$ cat src/rtl/hrpa_pkg.sv
// hrpa_pkg: shared constants, command codes and hex decode for the hex record page assembler
// no dependencies
`timescale 1ns / 1ps

package hrpa_pkg;

  localparam int PAGE_BYTES_DEF  = 128;
  localparam int CARRY_BYTES_DEF = 32;

  localparam int CMD_W  = 2;
  localparam int CHAR_W = 8;
  localparam int OFS_W  = 7;
  localparam int ADDR_W = 16;
  localparam int BYTE_W = 8;
  localparam int POS_W  = 10;

  typedef enum logic [CMD_W-1:0] {
    CMD_CHAR = 2'd0,
    CMD_READ = 2'd1,
    CMD_TAKE = 2'd2,
    CMD_NONE = 2'd3
  } cmd_t;

  localparam logic [BYTE_W-1:0] REC_DATA = 8'h00;
  localparam logic [BYTE_W-1:0] REC_EOF  = 8'h01;
  localparam logic [BYTE_W-1:0] PAD_BYTE = 8'hFF;

  localparam logic [ADDR_W-1:0] ADDR_STEP = 16'h0080;

  localparam logic [POS_W-1:0] POS_COUNT_HI = 10'd1;
  localparam logic [POS_W-1:0] POS_COUNT_LO = 10'd2;
  localparam logic [POS_W-1:0] POS_TYPE_HI  = 10'd7;
  localparam logic [POS_W-1:0] POS_TYPE_LO  = 10'd8;
  localparam logic [POS_W-1:0] POS_DATA     = 10'd9;
  localparam logic [POS_W-1:0] POS_MAX      = 10'd1023;

  // non-hex characters decode as zero
  function automatic logic [3:0] hex_digit(input logic [CHAR_W-1:0] c);
    logic [3:0] d;
    d = 4'd0;
    if (c inside {[8'h30:8'h39]}) begin
      d = c[3:0];
    end else if (c inside {[8'h41:8'h46], [8'h61:8'h66]}) begin
      d = c[3:0] + 4'd9;
    end
    return d;
  endfunction

endpackage

$ cat src/rtl/hex_record_page_assembler.sv
// hex_record_page_assembler: top level, record character sequencer around page and carry rams
// depends on hrpa_pkg and hrpa_ram
`timescale 1ns / 1ps

// Takes hex record text one character per item and builds flash pages in a
// page ram of PAGE_BYTES bytes; bytes past a full page wait in a carry ram of
// CARRY_BYTES bytes. Every item gives exactly one result: the ready flag and
// page address after the item, the read byte for a read command, and a flag
// for lost data bytes. Record characters, take-address and no-op commands
// complete in the cycle they are accepted. A page read gives its result from
// S_READ, after the registered page ram read. A record start with carried
// bytes pending first copies each by a carry ram read in S_COPY_RD and
// a page ram write in S_COPY_WR. An end-of-file record pads the page at one
// byte per cycle in S_PAD. The block takes the next item only in a cycle
// where the output register is empty or its result is taken, so a stalled
// result holds the input. No clearing pass after reset: the carry ram is filled
// before it is read; the user must read only filled page bytes (unenforced).
module hex_record_page_assembler #(
  parameter int PAGE_BYTES  = hrpa_pkg::PAGE_BYTES_DEF,
  parameter int CARRY_BYTES = hrpa_pkg::CARRY_BYTES_DEF
) (
  input  logic                          clk,
  input  logic                          rst_n,
  input  logic                          in_valid,
  output logic                          in_ready,
  input  logic [hrpa_pkg::CMD_W-1:0]    in_command,
  input  logic [hrpa_pkg::CHAR_W-1:0]   in_character,
  input  logic                          in_record_start,
  input  logic [hrpa_pkg::OFS_W-1:0]    in_read_offset,
  output logic                          out_valid,
  input  logic                          out_ready,
  output logic                          out_ready_res,
  output logic [hrpa_pkg::ADDR_W-1:0]   out_page_address,
  output logic [hrpa_pkg::BYTE_W-1:0]   out_read_data,
  output logic                          out_dropped
);

  localparam int PAGE_AW  = $clog2(PAGE_BYTES);
  localparam int CARRY_AW = $clog2(CARRY_BYTES);
  localparam int FILL_W   = $clog2(PAGE_BYTES + 1);
  localparam int CNT_W    = $clog2(CARRY_BYTES + 1);
  localparam int OFS_X_W  = PAGE_AW + hrpa_pkg::OFS_W;
  localparam int BW       = hrpa_pkg::BYTE_W;
  localparam int PW       = hrpa_pkg::POS_W;

  localparam logic [FILL_W-1:0]  PAGE_FULL  = FILL_W'(PAGE_BYTES);
  localparam logic [CNT_W-1:0]   CARRY_FULL = CNT_W'(CARRY_BYTES);
  localparam logic [OFS_X_W-1:0] PAGE_LIM   = OFS_X_W'(PAGE_BYTES);
  localparam logic [BW-1:0]      PAD_BYTE_L = hrpa_pkg::PAD_BYTE;

  typedef enum logic [4:0] {
    S_IDLE    = 5'b00001,
    S_READ    = 5'b00010,
    S_COPY_RD = 5'b00100,
    S_COPY_WR = 5'b01000,
    S_PAD     = 5'b10000
  } state_t;

  state_t                      state_r, state_nxt;
  logic [FILL_W-1:0]           fill_r, fill_nxt;
  logic [CNT_W-1:0]            carry_cnt_r, carry_cnt_nxt;
  logic                        carry_pend_r, carry_pend_nxt;
  logic [hrpa_pkg::ADDR_W-1:0] addr_r, addr_nxt;
  logic                        first_r, first_nxt;
  logic                        ready_r, ready_nxt;
  logic [PW-1:0]               pos_r, pos_nxt;
  logic [BW-1:0]               kind_r, kind_nxt;
  logic [BW-1:0]               count_r, count_nxt;
  logic [3:0]                  nib_r, nib_nxt;
  logic [CNT_W-1:0]            copy_idx_r, copy_idx_nxt;
  logic                        lost_r, lost_nxt;
  logic                        rd_ok_r, rd_ok_nxt;

  logic                        out_valid_r, out_valid_nxt;
  logic                        out_rdy_r;
  logic [hrpa_pkg::ADDR_W-1:0] out_addr_r;
  logic [BW-1:0]               out_data_r;
  logic                        out_drop_r;

  logic                        page_we;
  logic [PAGE_AW-1:0]          page_waddr, page_raddr;
  logic [BW-1:0]               page_wdata, page_rdata;
  logic                        carry_we;
  logic [CARRY_AW-1:0]         carry_waddr, carry_raddr;
  logic [BW-1:0]               carry_wdata, carry_rdata;

  logic                        in_acc;
  logic                        done;
  logic [BW-1:0]               res_data;
  logic                        res_drop;
  logic                        rec_done;
  logic [FILL_W-1:0]           chk_fill;
  logic [CNT_W-1:0]            chk_cnt;
  logic [3:0]                  digit;
  logic [BW-1:0]               byte_val;
  logic [PW-1:0]               end_pos;
  logic [OFS_X_W-1:0]          ofs_ext;
  logic                        to_page, to_carry;

  assign in_ready = (state_r == S_IDLE) && (!out_valid_r || out_ready);
  assign in_acc   = in_valid && in_ready;
  assign digit    = hrpa_pkg::hex_digit(in_character);
  assign byte_val = {nib_r, digit};
  assign end_pos  = hrpa_pkg::POS_TYPE_LO + PW'({count_r, 1'b0});
  assign ofs_ext  = OFS_X_W'(in_read_offset);
  assign to_page  = fill_r < PAGE_FULL;
  assign to_carry = !to_page && (carry_cnt_r < CARRY_FULL);

  always_comb begin
    state_nxt      = state_r;
    fill_nxt       = fill_r;
    carry_cnt_nxt  = carry_cnt_r;
    carry_pend_nxt = carry_pend_r;
    addr_nxt       = addr_r;
    first_nxt      = first_r;
    ready_nxt      = ready_r;
    pos_nxt        = pos_r;
    kind_nxt       = kind_r;
    count_nxt      = count_r;
    nib_nxt        = nib_r;
    copy_idx_nxt   = copy_idx_r;
    lost_nxt       = lost_r;
    rd_ok_nxt      = rd_ok_r;
    page_we        = 1'b0;
    page_waddr     = fill_r[PAGE_AW-1:0];
    page_wdata     = PAD_BYTE_L;
    page_raddr     = ofs_ext[PAGE_AW-1:0];
    carry_we       = 1'b0;
    carry_waddr    = carry_cnt_r[CARRY_AW-1:0];
    carry_wdata    = byte_val;
    carry_raddr    = copy_idx_r[CARRY_AW-1:0];
    done           = 1'b0;
    res_data       = '0;
    res_drop       = 1'b0;
    rec_done       = 1'b0;
    chk_fill       = fill_r;
    chk_cnt        = carry_cnt_r;

    case (state_r)
      S_IDLE: begin
        if (in_acc) begin
          case (in_command)
            hrpa_pkg::CMD_CHAR: begin
              if (in_record_start) begin
                kind_nxt  = '0;
                count_nxt = '0;
                pos_nxt   = hrpa_pkg::POS_COUNT_HI;
                if (carry_pend_r && (carry_cnt_r != '0)) begin
                  copy_idx_nxt = '0;
                  lost_nxt     = 1'b0;
                  state_nxt    = S_COPY_RD;
                end else begin
                  if (carry_pend_r) begin
                    carry_cnt_nxt  = '0;
                    carry_pend_nxt = 1'b0;
                  end
                  done = 1'b1;
                end
              end else begin
                done    = 1'b1;
                pos_nxt = (pos_r == hrpa_pkg::POS_MAX) ? pos_r : pos_r + PW'(1);
                if (pos_r == hrpa_pkg::POS_COUNT_HI || pos_r == hrpa_pkg::POS_TYPE_HI) begin
                  nib_nxt = digit;
                end else if (pos_r == hrpa_pkg::POS_COUNT_LO) begin
                  count_nxt = byte_val;
                end else if (pos_r == hrpa_pkg::POS_TYPE_LO) begin
                  kind_nxt = byte_val;
                  if (byte_val == hrpa_pkg::REC_DATA && count_r == '0) begin
                    rec_done = 1'b1;
                  end else if (byte_val == hrpa_pkg::REC_EOF) begin
                    addr_nxt  = addr_r + hrpa_pkg::ADDR_STEP;
                    ready_nxt = 1'b1;
                    if (to_page) begin
                      done      = 1'b0;
                      state_nxt = S_PAD;
                    end
                  end
                end else if (pos_r >= hrpa_pkg::POS_DATA && kind_r == hrpa_pkg::REC_DATA &&
                             pos_r <= end_pos) begin
                  if (pos_r[0]) begin
                    nib_nxt = digit;
                  end else begin
                    if (to_page) begin
                      page_we    = 1'b1;
                      page_wdata = byte_val;
                      fill_nxt   = fill_r + FILL_W'(1);
                      chk_fill   = fill_r + FILL_W'(1);
                    end else if (to_carry) begin
                      carry_we      = 1'b1;
                      carry_cnt_nxt = carry_cnt_r + CNT_W'(1);
                      chk_cnt       = carry_cnt_r + CNT_W'(1);
                    end else begin
                      res_drop = 1'b1;
                    end
                    rec_done = (pos_r == end_pos);
                  end
                end
              end
            end
            hrpa_pkg::CMD_READ: begin
              rd_ok_nxt = ofs_ext < PAGE_LIM;
              state_nxt = S_READ;
            end
            hrpa_pkg::CMD_TAKE: begin
              ready_nxt = 1'b0;
              done      = 1'b1;
            end
            default: begin
              done = 1'b1;
            end
          endcase
        end
      end
      S_READ: begin
        done      = 1'b1;
        res_data  = rd_ok_r ? page_rdata : '0;
        state_nxt = S_IDLE;
      end
      S_COPY_RD: begin
        state_nxt = S_COPY_WR;
      end
      S_COPY_WR: begin
        if (to_page) begin
          page_we    = 1'b1;
          page_wdata = carry_rdata;
          fill_nxt   = fill_r + FILL_W'(1);
        end else begin
          lost_nxt = 1'b1;
        end
        if (copy_idx_r + CNT_W'(1) == carry_cnt_r) begin
          carry_cnt_nxt  = '0;
          carry_pend_nxt = 1'b0;
          done           = 1'b1;
          res_drop       = lost_r || !to_page;
          state_nxt      = S_IDLE;
        end else begin
          copy_idx_nxt = copy_idx_r + CNT_W'(1);
          state_nxt    = S_COPY_RD;
        end
      end
      S_PAD: begin
        page_we  = 1'b1;
        fill_nxt = fill_r + FILL_W'(1);
        if (fill_r + FILL_W'(1) == PAGE_FULL) begin
          done      = 1'b1;
          state_nxt = S_IDLE;
        end
      end
      default: begin
        state_nxt = S_IDLE;
      end
    endcase

    // page completion at the end of a data record
    if (rec_done && chk_fill >= PAGE_FULL) begin
      if (chk_cnt != '0) begin
        carry_pend_nxt = 1'b1;
      end
      if (!first_r) begin
        addr_nxt = addr_r + hrpa_pkg::ADDR_STEP;
      end
      fill_nxt  = '0;
      first_nxt = 1'b0;
      ready_nxt = 1'b1;
    end

    if (done) begin
      out_valid_nxt = 1'b1;
    end else if (out_ready) begin
      out_valid_nxt = 1'b0;
    end else begin
      out_valid_nxt = out_valid_r;
    end
  end

  always_ff @(posedge clk) begin
    if (!rst_n) begin
      state_r      <= S_IDLE;
      fill_r       <= '0;
      carry_cnt_r  <= '0;
      carry_pend_r <= 1'b0;
      addr_r       <= '0;
      first_r      <= 1'b1;
      ready_r      <= 1'b0;
      pos_r        <= '0;
      kind_r       <= '0;
      count_r      <= '0;
      nib_r        <= '0;
      copy_idx_r   <= '0;
      lost_r       <= 1'b0;
      out_valid_r  <= 1'b0;
    end else begin
      state_r      <= state_nxt;
      fill_r       <= fill_nxt;
      carry_cnt_r  <= carry_cnt_nxt;
      carry_pend_r <= carry_pend_nxt;
      addr_r       <= addr_nxt;
      first_r      <= first_nxt;
      ready_r      <= ready_nxt;
      pos_r        <= pos_nxt;
      kind_r       <= kind_nxt;
      count_r      <= count_nxt;
      nib_r        <= nib_nxt;
      copy_idx_r   <= copy_idx_nxt;
      lost_r       <= lost_nxt;
      out_valid_r  <= out_valid_nxt;
    end
  end

  always_ff @(posedge clk) begin
    rd_ok_r <= rd_ok_nxt;
    if (done) begin
      out_rdy_r  <= ready_nxt;
      out_addr_r <= addr_nxt;
      out_data_r <= res_data;
      out_drop_r <= res_drop;
    end
  end

  assign out_valid        = out_valid_r;
  assign out_ready_res    = out_rdy_r;
  assign out_page_address = out_addr_r;
  assign out_read_data    = out_data_r;
  assign out_dropped      = out_drop_r;

  hrpa_ram #(
    .WIDTH(BW),
    .DEPTH(PAGE_BYTES)
  ) u_page_ram (
    .clk  (clk),
    .we   (page_we),
    .waddr(page_waddr),
    .wdata(page_wdata),
    .raddr(page_raddr),
    .rdata(page_rdata)
  );

  hrpa_ram #(
    .WIDTH(BW),
    .DEPTH(CARRY_BYTES)
  ) u_carry_ram (
    .clk  (clk),
    .we   (carry_we),
    .waddr(carry_waddr),
    .wdata(carry_wdata),
    .raddr(carry_raddr),
    .rdata(carry_rdata)
  );

  a_fill_bound: assert property (@(posedge clk) disable iff (!rst_n)
    fill_r <= PAGE_FULL)
    else $error("page fill level past page size");

  a_pend_has_bytes: assert property (@(posedge clk) disable iff (!rst_n)
    carry_pend_r |-> (carry_cnt_r != '0))
    else $error("carry copy pending with empty carry store");

  a_busy_no_accept: assert property (@(posedge clk) disable iff (!rst_n)
    (state_r != S_IDLE) |-> !in_ready)
    else $error("item accepted while previous item still in progress");

  a_read_result: assert property (@(posedge clk) disable iff (!rst_n)
    (state_r == S_READ) |=> out_valid_r)
    else $error("page read finished without a result");

endmodule

$ cat src/rtl/hrpa_ram.sv
// hrpa_ram: generic simple dual-port ram, one write port, one registered read port
// no dependencies
`timescale 1ns / 1ps

module hrpa_ram #(
  parameter int WIDTH = 8,
  parameter int DEPTH = 128
) (
  input  logic                     clk,
  input  logic                     we,
  input  logic [$clog2(DEPTH)-1:0] waddr,
  input  logic [WIDTH-1:0]         wdata,
  input  logic [$clog2(DEPTH)-1:0] raddr,
  output logic [WIDTH-1:0]         rdata
);

  logic [WIDTH-1:0] mem [DEPTH];
  logic [WIDTH-1:0] rdata_r;

  always_ff @(posedge clk) begin
    if (we) begin
      mem[waddr] <= wdata;
    end
    rdata_r <= mem[raddr];
  end

  assign rdata = rdata_r;

endmodule

$ cat config.mk
export PLATFORM = sky130hd
export DESIGN_NAME = hex_record_page_assembler
export DESIGN_NICKNAME = d
export VERILOG_FILES = /design/src/rtl/hrpa_pkg.sv /design/src/rtl/hex_record_page_assembler.sv /design/src/rtl/hrpa_ram.sv
export SDC_FILE = /design/constraint.sdc
export NUM_CORES = 1
export LEC_CHECK = 0
export ABC_CLOCK_PERIOD_IN_PS = 5700
export BUFFER_PORTS_ARGS = -buffer_cell sky130_fd_sc_hd__buf_2
export CORE_MARGIN = 8
export CORE_UTILIZATION = 37
export CTS_BUF_LIST = sky130_fd_sc_hd__clkbuf_4 sky130_fd_sc_hd__clkbuf_8
export DETAILED_ROUTE_END_ITERATION = 10
export PLACE_DENSITY = 0.58
export SETUP_SLACK_MARGIN = 0.15
export SLEW_MARGIN = 15
export SYNTH_ARGS = -nofsm -noshare
export SYNTH_HDL_FRONTEND = slang
export SYNTH_SLANG_ARGS = --single-unit
$ cat constraint.sdc
create_clock -name clk -period 5.7 [get_ports clk]
set_input_delay 0 -clock clk [delete_from_list [all_inputs] [get_ports clk]]
set_output_delay 0 -clock clk [all_outputs]
set_load 0.01 [all_outputs]
# Yosys cells after proc, flatten, opt, wreduce, memory -nomap -nowiden
# Memory sizes are Yosys's and may differ from the RTL's. A register that Yosys moved wholly into a read port is not among the register bits.
# Cells that the tools add are included.
dict set report word_totals {
  elab_cells 294
  latchBits 0
  out_inout_bits 28
  reg_bits 103
  input_bits 22
  n_memories 2
  mem_bits_ro 0
  ramBits 1280
}
# name words word_bits rd rd_clocked_by_memory_dff wr line_no
set mem_list {}
lappend mem_list {u_page_ram.mem 128 8 1 1 1 hrpa_ram.sv:17} ;# logic [WIDTH-1:0] mem [DEPTH];
lappend mem_list {u_carry_ram.mem 32 8 1 1 1 hrpa_ram.sv:17}
dict set report classes {
  reduce_logical 41
  n_addsub 7
  n_mux 172
  n_div 0
  n_mul 0
  bitwise_logic 2
  eq_ne 39
  shift 0
  n_lt_le_gt_ge 12
}
# operator n
set op_table {}
lappend op_table {{$mux 8} 27}
lappend op_table {{$mux 16} 11}
lappend op_table {{$mux 6} 22}
lappend op_table {{$mux 1} 79}
lappend op_table {{$mux 5} 10}
lappend op_table {{$mux 4} 7}
lappend op_table {{$ne 4x4->1 const B} 7}
lappend op_table {{$logic_not 8->1} 3}
lappend op_table {{$pmux 6 s2} 2}
lappend op_table {{$pmux 8 s3} 1}
lappend op_table {{$reduce_and 6->1} 4}
lappend op_table {{$ne 2x2->1 const B} 11}
lappend op_table {{$mux 10} 2}
lappend op_table {{$pmux 5 s4} 1}
lappend op_table {{$add 16x8->16 const B} 1}
lappend op_table {{$ge 8x7->1 const B} 2}
lappend op_table {{$le 8x7->1 const B} 2}
lappend op_table {{$pmux 8 s2} 1}
lappend op_table {{$reduce_bool 2->1} 7}
lappend op_table {{$add 6x1->6 const B} 2}
lappend op_table {{$reduce_bool 6->1} 2}
lappend op_table {{$logic_and 1x1->1} 11}
lappend op_table {{$add 10x1->10 const B} 1}
lappend op_table {{$add 4x9->10 const A} 1}
lappend op_table {{other kinds (46)} 56}

# Depth between registers and ports, before layout
# Gate-level depths: netlist of run 1.
dict set report logic_depth {
  word_depth 17
  depth_mapped 14
  depth_no_buf 11
}

# Cells and area by module
# Synthesis of run 1 repeated with hierarchy kept, for this count alone.
dict set report hier_totals {
  cells_unflattened 2662
  area_unflattened_um2 55062.8
}
# mod cells_each seq_area_each_um2 n_inst area_per_inst_um2
set modules_own_cells {}
lappend modules_own_cells {{hrpa_ram (u_page_ram)} 1634 30909.6 1 39656.8}
lappend modules_own_cells {{hrpa_ram (u_carry_ram)} 417 7847.5 1 10053.4}
lappend modules_own_cells {hex_record_page_assembler 611 1951.9 1 5352.6}

# Least setup slack after synthesis of run 1
# No wires, ideal clock.
dict set report synth_path {
  path_type {reg-to-reg}
  start {register count_r[2]}
  end {memory u_page_ram.mem[0][7] (data pin)}
  path_slack_ns 1.148
  path_buffers 2
  arrival_time_ns 4.025
  setup_ns 0.527
  period_less_slack_ns 4.552
  required_ns 5.173
  path_stages_with_launch 12
  cell_sequence {dfxtp_1 > ha_1 > nand3_1 > xor2_1 > ha_1 > nand4_1 > a21o_1 > a311o_1 > clkbuf_1 > nand3_1 > clkbuf_1 > o22a_1}
}
dict set report synth_between {
  elab_chain_cells 11
}
# element line_no
set synth_lines {}
lappend synth_lines {{start, declared} hex_record_page_assembler.sv:68} ;# logic [BW-1:0] count_r, count_nxt;
lappend synth_lines {{start signal, assigned} hex_record_page_assembler.sv:302} ;# count_r <= count_nxt;
lappend synth_lines {{$add 4x9->10} hex_record_page_assembler.sv:104} ;# assign end_pos = hrpa_pkg::POS_TYPE_LO + PW'({count_r, 1'b0});
lappend synth_lines {{$le 10x10->1} hex_record_page_assembler.sv:179} ;# pos_r <= end_pos) begin
lappend synth_lines {{$logic_and 1x1->1} hex_record_page_assembler.sv:178} ;# end else if (pos_r >= hrpa_pkg::POS_DATA && kind_r == hrpa_pkg::REC_DATA &&
lappend synth_lines {{$mux 8} hex_record_page_assembler.sv:178}
lappend synth_lines {{$mux 8} hex_record_page_assembler.sv:166} ;# end else if (pos_r == hrpa_pkg::POS_TYPE_LO) begin
lappend synth_lines {{$mux 8} hex_record_page_assembler.sv:164} ;# end else if (pos_r == hrpa_pkg::POS_COUNT_LO) begin
lappend synth_lines {{$mux 8} hex_record_page_assembler.sv:162} ;# if (pos_r == hrpa_pkg::POS_COUNT_HI || pos_r == hrpa_pkg::POS_TYPE_HI) begin
lappend synth_lines {{$mux 8} hex_record_page_assembler.sv:144} ;# if (in_record_start) begin
lappend synth_lines {{$mux 8} hex_record_page_assembler.sv:142} ;# case (in_command)
lappend synth_lines {{$mux 8} hex_record_page_assembler.sv:141} ;# if (in_acc) begin
lappend synth_lines {{$pmux 8 s2} hex_record_page_assembler.sv:139} ;# case (state_r)
lappend synth_lines {{via page_wdata[7]} hex_record_page_assembler.sv:82} ;# logic [BW-1:0] page_wdata, page_rdata;
lappend synth_lines {{end, declared} hrpa_ram.sv:17}
# The timed path passes the listed nets, and every way through them passes these cells.

# Worst setup path after layout of run 1
dict set report layout_path {
  start {register count_r[2]}
  end {memory u_page_ram.mem[11][4] (enable)}
}
dict set report layout_between {
  elab_chain_cells 13
}
# element line_no
set layout_lines {}
lappend layout_lines {{$add 4x9->10} hex_record_page_assembler.sv:104}
lappend layout_lines {{$le 10x10->1} hex_record_page_assembler.sv:179}
lappend layout_lines {{$logic_and 1x1->1} hex_record_page_assembler.sv:178}
lappend layout_lines {{$mux 1} hex_record_page_assembler.sv:178}
lappend layout_lines {{$mux 1} hex_record_page_assembler.sv:166}
lappend layout_lines {{$mux 1} hex_record_page_assembler.sv:164}
lappend layout_lines {{$mux 1} hex_record_page_assembler.sv:162}
lappend layout_lines {{$mux 1} hex_record_page_assembler.sv:144}
lappend layout_lines {{$mux 1} hex_record_page_assembler.sv:142}
lappend layout_lines {{$mux 1} hex_record_page_assembler.sv:141}
lappend layout_lines {{$pmux 1 s3} hex_record_page_assembler.sv:139}
lappend layout_lines {{$mux 1} hrpa_ram.sv:21} ;# if (we) begin
lappend layout_lines {{$mux 1 (implied by the code)} hrpa_ram.sv:22} ;# mem[waddr] <= wdata;
# Every way passes these cells.

==> results.cfg, run 1 <==
[worst_setup_path]
path_cells = ha_1 > nand3_1 > xor2_1 > ha_1 > nand4_1 > nor4_1 > a311o_1 > nand3_1 > nand2_1 > nand2b_1 > buf_4 > nor2_1
critPathBufInv = 1
critPathKind = flop to flop
max_stage_delay_ns = 0.59
worstSetupEndpointType = flop
cp_data_required_time_ns = 6.21
slowest_stage = nor2_1
startpoint_type = flop
arrival_ns = 5.55
path_max_fanout = 15
crit_family = simple AND/OR/NAND/NOR gates

[sta]
fin_worst_skew_ns = 0.04937
hold_viol_final = 0
fin_crit_ns = 5.045
post-route-period-util_pct = 88.52
finalMaxSlewViolations = 0
worstMarginPinSlew_ns = 1.132
tns_ns = 0
rsz0062_at_grt = false
max-slew-margin-rel_pct = 24.42
hold_ws_ns = 0.09869
final-setup-viol-count = 0
max_freq_mhz = 198.2

[pwr]
clkPwrFrac_pct = 41.3
peakVddDrop_v = 0.0002199
power_frac_comb_pct = 4.0
pwr-share-seq_pct = 54.7
p_sw_share_pct = 21.13
power.switching_mw = 4.254
intPower_mw = 15.88
power_density_nw_per_um2 = 323.0
p_leak_nw = 19.28

[yosys]
synth-async-reset-ratio_pct = 0
yosysSeqAreaShare_pct = 73.84
synth_top_family_by_area = multiplexers
synth.area.mux_share_pct = 17.50
synth_edf_count = 1299
synthCells = 2703
yosysWarningCount = 0
synthXorXnorAreaFrac_pct = 0.5901
synth_seq_cells = 1384
synth_area_leader_cell = edfxtp_1
ys_types = 72
synthesis.area_sq_um = 55130
synthAdderAreaFrac_pct = 0.6128
synth.avg_cell_area_sq_um = 20.40
ys_top_cells_by_area = edfxtp_1 (71%), mux4_2 (17%), dfxtp_1 (3.1%)
synth-compound-area-share_pct = 1.775
yosys_most_used_dff = edfxtp_1
synth_simple_gate_area_share_pct = 4.251
yosysTopAreaCellShare_pct = 70.76

[die]
num_rows = 141
initial_utilization_pct = 37.29
coreArea_sq_um = 147800
die_area_sq_um = 161600
ios = 50
die_w_um = 402
chipHeight_um = 402

[detailed_routing]
drtPass1Iterations = 5
drtIter0Drc = 2724
vias_per_cell = 5.498
vias = 27530
wire_per_inst_um = 26.10
drc = 0
ant_nets = 0
wl_mm = 130.7

[clocking]
clock-sinks = 1384
clockRootBuffer = clkbuf_8
cts-resized-gates = 0
cts_setup_buffers = 0
clock_latency_ns = 0.90
ctsHoldBuffers = 30
cts.clk_slew.worst_paths_ns = 0.06
cts-htree-levels = 4
cts_tree = yes
clockBufferDepth = 3
numCtsBuffers = 214

[global_routing]
antenna_found_initial = 6
grt_overflow_total = 0
grt_max_degree = 95
grt_usage_pct = 15.87
grt_pass1_wl_mm = 193.8
grt_pass1_vias = 28550

[flow_run]
drv_cap = 0

[min_path]
hold_path_class = primary input to flop

[placement]
hpwlAfterDp_mm = 81.47
portBuffers = 42
place_congestion = 0.8402

[finish]
n_fill_cell = 12740
fin_nets = 2952
area_growth_pct = 13.08
drive_above_1_share_pct = 29.47

[run_status]
outcome = finished clean
[worst register-to-register path, stage by stage (launching register included)]
cell	delay [ns]
dfxtp_1	0.44
ha_1	0.25
nand3_1	0.10
xor2_1	0.16
ha_1	0.33
nand4_1	0.15
nor4_1	0.44
a311o_1	0.44
nand3_1	0.21
nand2_1	0.54
nand2b_1	0.58
buf_4	0.40
nor2_1	0.61
[cell usage in the layout (no fill, tap or decap), drive strengths merged, types with 14 or more instances in the layout]
master       synthesis  final
dfxtp               85     85
mux4               416    416
nand2               81     81
nor4                14     14
o21ai               19     19
nand4               22     22
and2                14     14
ha                  27     27
buf                 67     98
xnor2               17     17
nand2b              20     20
a21oi               39     39
nand3               35     35
nor2               233    233
edfxtp            1299   1299
mux2                16     16
inv                 27     34
clkbuf              83    303
xor2                15     15
clkinv               0     66
dlygate4sd3          0     30
[stage by stage]
stage          area, sq um  util (%)  setup slack, ns  cells  power (mW)
2_1_floorplan        55150         -            1.148   2709       11.74
4_1_cts              62300     42.14           0.6463   5003       20.32
3_3_place_gp         57680     39.01           0.9086   4586       12.01
5_1_grt              62340     42.17           0.3403   5008       20.78
6_report             62340     42.17           0.6546   5008       20.13
3_5_place_dp         57680     39.01           0.7591   4586       12.02
[worst paths after layout]
check,startpoint,slack (ns),depth (start not counted),endpoint
max,count_r[2],0.65,12,u_page_ram.mem[11][4]
min,in_read_offset[5],0.1,3,u_page_ram.rdata[7]
max reg2reg,count_r[2],0.65,12,u_page_ram.mem[11][4]
min reg2reg,kind_r[7],0.46,2,kind_r[7]
[cells in the mapped netlist, types with 22 or more instances]
| library cell | number |
|---|---|
| a21oi_1 | 39 |
| buf_1 | 24 |
| buf_4 | 23 |
| clkbuf_1 | 83 |
| dfxtp_1 | 85 |
| edfxtp_1 | 1299 |
| ha_1 | 27 |
| inv_1 | 26 |
| mux4_2 | 416 |
| nand2_1 | 81 |
| nand3_1 | 35 |
| nand4_1 | 22 |
| nor2_1 | 233 |
[power groups by stage]
stage	Combinational [mW]	Clock [mW]	Sequential, mW
final	0.814	8.31	11.0
after global routing	0.855	8.92	11.0
after CTS	0.816	8.49	11.0
after detailed placement	0.797	0	11.2
after global placement	0.789	0	11.2
after floorplan	0.529	0	11.2
[state kept, by name (all words and copies together), names as in the netlist, 9 cells and up]
| register | count |
|---|---|
| out_page_address | 9 |
| pos_r | 10 |
| addr_r | 9 |
| u_page_ram.mem | 1024 |
| u_carry_ram.mem | 256 |
[logic make-up after synthesis]
kind of cell	Yosys count
fa+ha+maj	27
xor+xnor	34
simple gates	494
flops	1384
compound gates	144
other cells	1
mux	442
buf+inv	177
[cell type report]
cell class,instances,area [sq um],share of cell area [%]
clock buffers,303,3676,5.897
multi-input cells,1148,13740,22.04
inverters,27,101.3,0.1626
well taps,1930,2415,3.874
repair buffers,128,1036,1.662
diodes,4,10.01,0.01606
clock inverters,84,645.6,1.036
flip-flops and latches,1384,40710,65.31
[routing by layer]
layer	vias to the layer above	GRT usage [%]	part of all wire, %
met5	-	0	0
met4	0	3.762	1.8
met3	193	3.291	6.9
met2	1103	25.26	48
met1	14640	22.54	43
li1	11590	-	-
Power figures use the tool's default switching activity.
==> run 2: changes to the inputs <==
--- a/config.mk
+++ b/config.mk
@@ -7,6 +7,7 @@
 export LEC_CHECK = 0
 export ABC_CLOCK_PERIOD_IN_PS = 5700
 export BUFFER_PORTS_ARGS = -buffer_cell sky130_fd_sc_hd__buf_2
+export CORE_ASPECT_RATIO = 0.6
 export CORE_MARGIN = 8
 export CORE_UTILIZATION = 37
 export CTS_BUF_LIST = sky130_fd_sc_hd__clkbuf_4 sky130_fd_sc_hd__clkbuf_8
==> results.cfg, run 2 (same netlist as run 1, synthesis figures left out) <==
[run_status]
outcome = finished clean

[clocking]
cts-htree-levels = 4
cts-resized-gates = 0
cts.clk_slew.worst_paths_ns = 0.06
clock-sinks = 1384
clockBufferDepth = 3
clockRootBuffer = clkbuf_8
clock_latency_ns = 0.89
numCtsBuffers = 195
cts_setup_buffers = 0
cts_tree = yes

[finish]
regMostFlops = u_page_ram.mem
finalNonFillerCells = 5025
mostFrequentLayoutCells = edfxtp_1 (1299), mux4_2 (416), nor2_1 (232), clkbuf_8 (199), dfxtp_1 (83)
register_area_sq_um = 40710
multi_input_area_sq_um = 13740
fin_nets = 2921
n_fill_cell = 12760
final_area_sq_um = 61810
top_regs = u_page_ram.mem x1024, u_carry_ram.mem x256, pos_r x10
final_common_cell = edfxtp_1
largest_reg_flops = 1024
area_growth_pct = 12.13
drive_above_1_share_pct = 28.46

[detailed_routing]
wl_mm = 139.8
drtPass1Iterations = 6
drc = 0
vias = 28390
drtIter0Drc = 3335
ant_nets = 0
vias_per_cell = 5.650
wire_per_inst_um = 27.83

[placement]
placed_area_sq_um = 57730
dpl_worst_slack_ns = 0.5134
place_congestion = 0.8549
portBuffers = 42
hpwlAfterDp_mm = 88.33
dp.cells = 4650

[sta]
max-slew-margin-rel_pct = 19.02
fin_worst_skew_ns = 0.04675
worstMarginPinSlew_ns = 1.215
max_freq_mhz = 190.7
rsz0062_at_grt = false
post-route-period-util_pct = 92.00
setup_ws_ns = 0.4559
hold_ws_ns = 0.08987
final-setup-viol-count = 0
finalMaxSlewViolations = 0
hold_viol_final = 0
fin_crit_ns = 5.244
tns_ns = 0

[worst_setup_path]
critPathKind = flop to flop
cp_data_required_time_ns = 6.20
max_stage_delay_ns = 0.65
critPathBufInv = 3
path_cells = ha_1 > nand3_1 > xor2_1 > ha_1 > nand4_1 > nor4_1 > a311o_1 > buf_4 > nand3_1 > buf_4 > nand2_1 > nand2b_1 > buf_4 > nor2_1
path_max_fanout = 15
critPathMostFrequentCell = buf_4
slowest_stage = nand2b_1
arrival_ns = 5.75
startpoint_type = flop
crit_family = simple AND/OR/NAND/NOR gates
worstSetupEndpointType = flop

[die]
num_rows = 109
die_area_sq_um = 162000
coreArea_sq_um = 147600
initial_utilization_pct = 37.36
ios = 50
chipHeight_um = 315.0
die_w_um = 514.3

[pwr]
p_leak_nw = 18.96
pwr-share-seq_pct = 56.1
peakVddDrop_v = 0.0002108
p_sw_share_pct = 22.11
intPower_mw = 15.27
power.switching_mw = 4.336
power_density_nw_per_um2 = 317.2
power_frac_comb_pct = 4.3
clkPwrFrac_pct = 39.5

[global_routing]
grt_pass1_vias = 28040
grt_max_degree = 103
antenna_found_initial = 13
grt_overflow_total = 0
grt_usage_pct = 16.99
grt_pass1_wl_mm = 202.9

[flow_run]
drv_cap = 0

[min_path]
hold_path_class = primary input to flop
[run 2: cell types whose count changed in the layout (fill, tap and decap cells not counted), sizes merged, moves of 3 or more]
| cell | delta |
|---|---|
| clkbuf | -33 |
| dlygate4sd3 | -8 |
| buf | -4 |
| bufinv | -4 |
| inv | +3 |
[run 2: power by group through the flow]
stage          Clock (mW)  Combinational [mW]  Sequential (mW)
2_1_floorplan           0               0.529             11.2
3_3_place_gp            0               0.823             11.2
3_5_place_dp            0               0.832             11.2
4_1_cts              7.91               0.849             11.0
5_1_grt              8.32               0.890             11.0
6_report             7.75               0.847             11.0
[run 2: path summary, 6_finish.rpt]
kind,startpoint,end,slack [ns],cells after the start
setup reg to reg,count_r[2],u_page_ram.mem[78][5],0.46,14
hold / removal,in_read_offset[5],u_page_ram.rdata[7],0.09,3
setup / recovery,count_r[2],u_page_ram.mem[78][5],0.46,14
hold reg to reg,kind_r[6],kind_r[6],0.46,2
[run 2: through the flow]
| stage | power (mW) | util [%] |
|---|---|---|
| after CTS | 19.77 | 41.87 |
| after floorplan | 11.74 | - |
| after global routing | 20.21 | 41.89 |
| after detailed placement | 12.06 | 39.12 |
| final | 19.61 | 41.89 |
| after global placement | 12.05 | 39.12 |
[run 2: cell type report]
cell class	count	share of cell area, %
multi-input cells	1148	22.23
clock inverters	80	0.8987
clock buffers	270	5.293
well taps	1998	4.044
inverters	27	0.1640
flip-flops and latches	1384	65.87
repair buffers	116	1.498
diodes	2	0.008097
[run 2: worst reg2reg max path, delay by kind of cell (launching register included)]
| family | cells | cell delay (ns) |
|---|---|---|
| simple gates | 7 | 2.58 |
| fa+ha+maj | 2 | 0.59 |
| compound gates | 1 | 0.19 |
| flops | 1 | 0.43 |
| buf+inv | 3 | 0.90 |
| xor+xnor | 1 | 0.17 |
[run 2: repair_timing]
action                                  in CTS  in global routing
hold endpoints to repair                   115                  0
hold buffers                                22                  0
endpoints found under the setup margin       0                  0
[run 2: metal layers]
metal  track usage [%]  share of wire [%]  wire length (um)
met2             23.17                 42             58050
met4             3.866                1.5              2167
met3             4.167                9.6             13450
met1             27.17                 47             66180
met5                 0                  0                 0
